--- src/sacl_pkg.sv ---
// shared constants and types for the set associative cache with true lru
// no dependencies
package sacl_pkg;
   localparam int NUM_SETS  = 64;
   localparam int NUM_WAYS  = 4;
   localparam int TAG_BITS  = 20;
   localparam int DATA_BITS = 32;
   localparam int SET_BITS  = (NUM_SETS > 1) ? $clog2(NUM_SETS) : 1;
   localparam int WAY_BITS  = $clog2(NUM_WAYS);
   localparam int AGE_BITS  = WAY_BITS;
   localparam int REQ_BITS  = SET_BITS + TAG_BITS + DATA_BITS;
   localparam int REQ_BYTES = (REQ_BITS + 7) / 8;
   localparam int QUEUE_DEPTH = 2;

   typedef struct packed {
      logic [SET_BITS-1:0]  set_index;
      logic [TAG_BITS-1:0]  tag;
      logic [DATA_BITS-1:0] fill_data;
   } req_type;
endpackage

--- src/sacl_front.sv ---
// front end: accepts requests and buffers them in a short queue
// depends on sacl_pkg
module sacl_front (
   input  logic              clock,
   input  logic              reset,
   input  logic              in_valid,
   output logic              in_ready,
   input  sacl_pkg::req_type in_req,
   output logic              out_valid,
   input  logic              out_ready,
   output sacl_pkg::req_type out_req
);
   sacl_pkg::req_type queue_ff [sacl_pkg::QUEUE_DEPTH];
   logic rd_ptr_ff, wr_ptr_ff;
   logic [1:0] count_ff;
   logic push, pop;

   assign in_ready  = (count_ff != 2'(sacl_pkg::QUEUE_DEPTH));
   assign out_valid = (count_ff != 2'd0);
   assign out_req   = queue_ff[rd_ptr_ff];
   assign push = in_valid && in_ready;
   assign pop  = out_valid && out_ready;

   always_ff @(posedge clock) begin
      if (push) begin
         queue_ff[wr_ptr_ff] <= in_req;
      end
      if (reset) begin
         rd_ptr_ff <= 1'b0;
         wr_ptr_ff <= 1'b0;
         count_ff  <= 2'd0;
      end else begin
         if (push) wr_ptr_ff <= ~wr_ptr_ff;
         if (pop)  rd_ptr_ff <= ~rd_ptr_ff;
         count_ff <= count_ff + {1'b0, push} - {1'b0, pop};
      end
   end

`ifndef NO_ASSERTIONS
   a_count_range: assert property (@(posedge clock) disable iff (reset)
      count_ff <= 2'(sacl_pkg::QUEUE_DEPTH)) else $error("queue overflow");
   a_push_grows: assert property (@(posedge clock) disable iff (reset)
      push && !pop |=> count_ff == $past(count_ff) + 2'd1) else $error("push lost");
   a_pop_shrinks: assert property (@(posedge clock) disable iff (reset)
      pop && !push |=> count_ff == $past(count_ff) - 2'd1) else $error("pop lost");
`endif
endmodule

--- config.mk ---
export PLATFORM = sky130hd
export DESIGN_NAME = sacl_front
export DESIGN_NICKNAME = d
export VERILOG_FILES = /design/src/sacl_pkg.sv /design/src/sacl_front.sv
export SDC_FILE = /design/constraint.sdc
export NUM_CORES = 1
export LEC_CHECK = 0
export BUFFER_PORTS_ARGS = -buffer_cell sky130_fd_sc_hd__buf_2
export CAP_MARGIN = 20
export CORE_MARGIN = 4
export CORE_UTILIZATION = 25
export CTS_BUF_LIST = sky130_fd_sc_hd__clkbuf_8
export CTS_CLUSTER_DIAMETER = 120
export CTS_CLUSTER_SIZE = 12
export DETAILED_ROUTE_END_ITERATION = 7
export GPL_TIMING_DRIVEN = 0
export SLEW_MARGIN = 20
export SYNTH_ARGS = -nofsm -noshare
export SYNTH_HDL_FRONTEND = slang
export SYNTH_SLANG_ARGS = --single-unit
--- constraint.sdc ---
create_clock -name clock -period 8.85 [get_ports clock]
set_input_delay 0.4425 -clock clock [delete_from_list [all_inputs] [get_ports clock]]
set_output_delay 0.4425 -clock clock [all_outputs]
set_load 0.05 [all_outputs]
==> results.md <==
STA:
- Setup violations remaining at the end of the flow were counted as 0.
- The sum of negative setup slack is 0 ns.
- The final-report hold violation count is 0.
- At the pin with the least slew margin, the transition time is about 0.6 ns.
- The highest attainable clock frequency is 0.461 GHz.
- Setup repair after global routing left no endpoint under its margin.
- The tightest slew margin relative to the limit is between 50% and 60%.
- The final number of max-transition violations is 0.
- The tightest hold path in the finished design has a slack of slightly above 0.2 ns.
- Between clock sinks in the finished design, the worst skew comes to 0.00530 ns.
- The ratio of final minimum period to clock period is 24.5%.
- After layout, the minimum clock period comes to 2.17 ns.

Power:
- Per report_power, the sequential group accounts for 37.6% of the total.
- The total power density per cell area is 333 nW/um2.
- The leakage power figure is ~2.2 nW.
- The combinational share of power is 33.9%.
- The internal portion of the total power is 1.26 mW.
- Of the total power, the clock network draws 28.5%.
- The total net switching power is 707 uW.
- The switching fraction of total power is a little over a third.
- Across the VDD grid, the largest voltage drop is 0.000130 V.

Placement:
- The post-DP HPWL is about 6.0 mm.
- At the end of routability-driven placement, the weighted congestion stood at 0.684.
- Input and output buffers added on the ports amount to 121.

Drt:
- In the routed design, unresolved DRC markers number 0.
- The detailed-route wire length is 8.51 mm.
- The number of vias per cell after detailed routing is a little under 4.
- The overall via count from detail_route is 2,323.
- After detailed routing, the average wire length per cell comes to 14.5 um.
- The first routing iteration left 121 violations.
- The count of nets left with antenna violations after detail routing is 0.
- The number of detailed-routing iterations run before antenna repair is 4.

CTS:
- The CTS tree is yes.
- Clock tree synthesis inserted a total of 17 buffers.
- The worst-skew pair later-pin latency is around 0.42 ns.
- The maximum clock path buffer count is 2.
- The clock sink total is 121.
- The H-tree was split into 4 levels.
- In this run the post-CTS setup repair buffer count came out at 0.
- Clock-pin slew was measured on the worst setup and hold paths at 0.07 ns.
- Once the clock tree was built, the resizer swapped 0 gates to a different size.
- In this run the clock root is driven by a sky130_fd_sc_hd__clkbuf_8.
- The quantity of hold-fixing buffers added after cts is 0.

Die:
- The floorplan has between 40 and 50 rows.
- The floorplan die height is 142 um.
- The die boundary width is 142 um.
- The boundary pin count is about 120.
- The starting density of the core is 25.8%.
- The die covers 20,200 um2.
- The core region area is about 17,000 um2.

GRT:
- The via count of the first global-routing pass is 2,516.
- The maximum number of pins on one net before global-route repair is 34.
- The overall fraction of global-route tracks in use is 8.82%.
- The number of antenna violations at the first check in global routing is 0.
- The first global-routing pass estimated 13.1 mm of wire.
- The total congestion overflow after global routing is 0.

Hold path:
- The depth of the worst hold-timing path is 1.
- The terminating pin of the worst hold path is queue_ff[1][21].
- The worst hold path belongs to the class input port to register.
- The beginning of the worst hold path is in_req[21].

Worst setup path:
- The critical path goes through buf_2 -> mux2_2 -> buf_2.
- For this run, the slowest stage of the critical path takes 0.37 ns.
- The flop-to-flop setup slack is approximately 7 ns.
- By instance count, the cell type seen most on the critical path is sky130_fd_sc_hd__buf_2.
- At the worst endpoint, the arrival time is between 1.5 and 2 ns.
- The startpoint type of the worst setup path is a register.
- At the worst endpoint, the required time is ~8.4 ns.
- The reg-to-reg critical path endpoint is queue_ff[0][27].
- Along the worst path, the maximum fanout reaches 10.
- The endpoint kind of the worst setup timing path is a primary output.
- The cell with the largest stage delay on the worst path is sky130_fd_sc_hd__dfxtp_1.
- Grouping stages by cell kind, the critical path spends the most delay in buffers and inverters.
- The critical path is of the register to primary output type.
- Together, buffers and inverters on the worst path number 2.
- The worst register-to-register path begins at count_ff[0].
- Measured in cells, the most critical reg-to-reg path has a length of 4.
- The critical path runs through a total of 3 cells.

Synthesis:
- The post-synthesis cell area is about 4500 um2.
- The share of Yosys cell area claimed by the top area cell type is 77.6%.
- The biggest area contributor in the post-synthesis netlist is sky130_fd_sc_hd__edfxtp_1.
- The mean instance size in the synthesized netlist is 22.0 um2.
- In this run, synthesis inferred 116 flip-flops with an integrated enable.
- The synthesis-stage register bit count is roughly 120.
- Sorting the synthesized cells by area gives the leading types as sky130_fd_sc_hd__edfxtp_1 (78%), sky130_fd_sc_hd__mux2_2 (9.8%), sky130_fd_sc_hd__mux2_4 (6.7%).
- In the synthesized netlist the dominant register cell turns out to be sky130_fd_sc_hd__edfxtp_1.
- When the netlist entered floorplanning its net count stood at 268.
- The Yosys step of the flow raised 0 warnings.
- Synthesis produced a netlist whose cell count is 204.
- The share of the yosys chip area belonging to registers is between 70% and 80%.
- The fraction of registers with async set or reset after synthesis is 0%.
- The distinct cell type count after synthesis is 17.

Finish:
- The commonest non-fill, non-tap cell in the layout is sky130_fd_sc_hd__buf_2.
- Leaving out fill and tap cells, the most frequent cells in the layout are sky130_fd_sc_hd__buf_2 (124), sky130_fd_sc_hd__edfxtp_1 (116), sky130_fd_sc_hd__mux2_2 (39), sky130_fd_sc_hd__mux2_4 (20), sky130_fd_sc_hd__clkbuf_8 (17).
- The share of final-layout standard cells stronger than drive strength 1 is 61.9%.
- The area growth from synthesis to layout is 31.8%.
- The repair_antennas step left the layout with diodes totalling 0.
- The number of nets in the finished design is 411.
- The total of fill cells in the finished design is 1,712.

Status:
- The flow ran to the end, and the final reports show no timing, DRC or antenna violations.

Flow run:
- Across the run, the number of max-cap violations was 0.
==> registers in the layout (all words and copies together), names as in the netlist, named ones only <==
register   cells
count_ff       2
rd_ptr_ff      1
wr_ptr_ff      1
queue_ff     116
==> cells in the mapped netlist (2+ instances only) <==
master / number
sky130_fd_sc_hd__buf_2: 3
sky130_fd_sc_hd__buf_6: 3
sky130_fd_sc_hd__dfxtp_1: 5
sky130_fd_sc_hd__edfxtp_1: 116
sky130_fd_sc_hd__ha_1: 2
sky130_fd_sc_hd__mux2_2: 39
sky130_fd_sc_hd__mux2_4: 20
sky130_fd_sc_hd__nor2_1: 5
sky130_fd_sc_hd__nor2b_1: 2
sky130_fd_sc_hd__xnor2_1: 2
==> worst max path at each step <==
stage	end	slack [ns]
2_1_floorplan	queue_ff[0][0]	4.94
3_3_place_gp	queue_ff[0][51]	3.79
3_5_place_dp	queue_ff[0][51]	7.07
4_1_cts	out_req[33]	6.59
5_1_grt	out_req[33]	6.53
6_report	out_req[33]	6.68
==> power by group through the flow <==
stage | Combinational (mW) | Clock, mW | Sequential, mW
2_1_floorplan | 0.522 | 0 | 0.752
3_3_place_gp | 0.657 | 0 | 0.759
3_5_place_dp | 0.679 | 0 | 0.753
4_1_cts | 0.681 | 0.585 | 0.740
5_1_grt | 0.705 | 0.617 | 0.746
6_report | 0.667 | 0.561 | 0.739
==> through the flow <==
stage	std cells	utilization, %	power, mW	instance area (um2)	worst slack (ns)
floorplan	204	-	1.27	4490	4.94
global placement	550	30.9	1.42	5380	3.79
detailed placement	553	31.3	1.43	5460	7.07
CTS	585	34.0	2.01	5910	6.59
global route	585	34.0	2.07	5910	6.53
finish	585	34.0	1.97	5910	6.68
==> cells by family after synthesis <==
| group | Yosys count | synth area share [%] |
|---|---|---|
| AO/OA/AOI/OAI | 1 | 0.167 |
| XOR/XNOR | 3 | 0.586 |
| adder cells (fa/ha/maj) | 2 | 0.557 |
| buffers and inverters | 7 | 1.17 |
| flip-flops | 121 | 79.8 |
| multiplexers | 59 | 16.5 |
| AND/OR/NAND/NOR | 11 | 1.20 |
==> layout make-up <==
class | count | area (um2) | area share [%]
tap | 225 | 282 | 4.76
sequential | 121 | 3580 | 60.6
clock buffer | 17 | 234 | 3.96
buffer | 6 | 48.8 | 0.825
multi-input combinational | 76 | 865 | 14.6
inverter | 1 | 3.75 | 0.0635
clock inverter | 15 | 225 | 3.81
timing repair buffer | 124 | 673 | 11.4
==> per-layer routing <==
layer	vias to the layer above	wire [um]	GRT usage [%]
li1	1089	-	-
met1	1133	3600	9.83
met2	92	4110	14.3
met3	9	698	4.50
met4	0	104	3.64
met5	-	0	0
(Power assumes the default switching activity.)
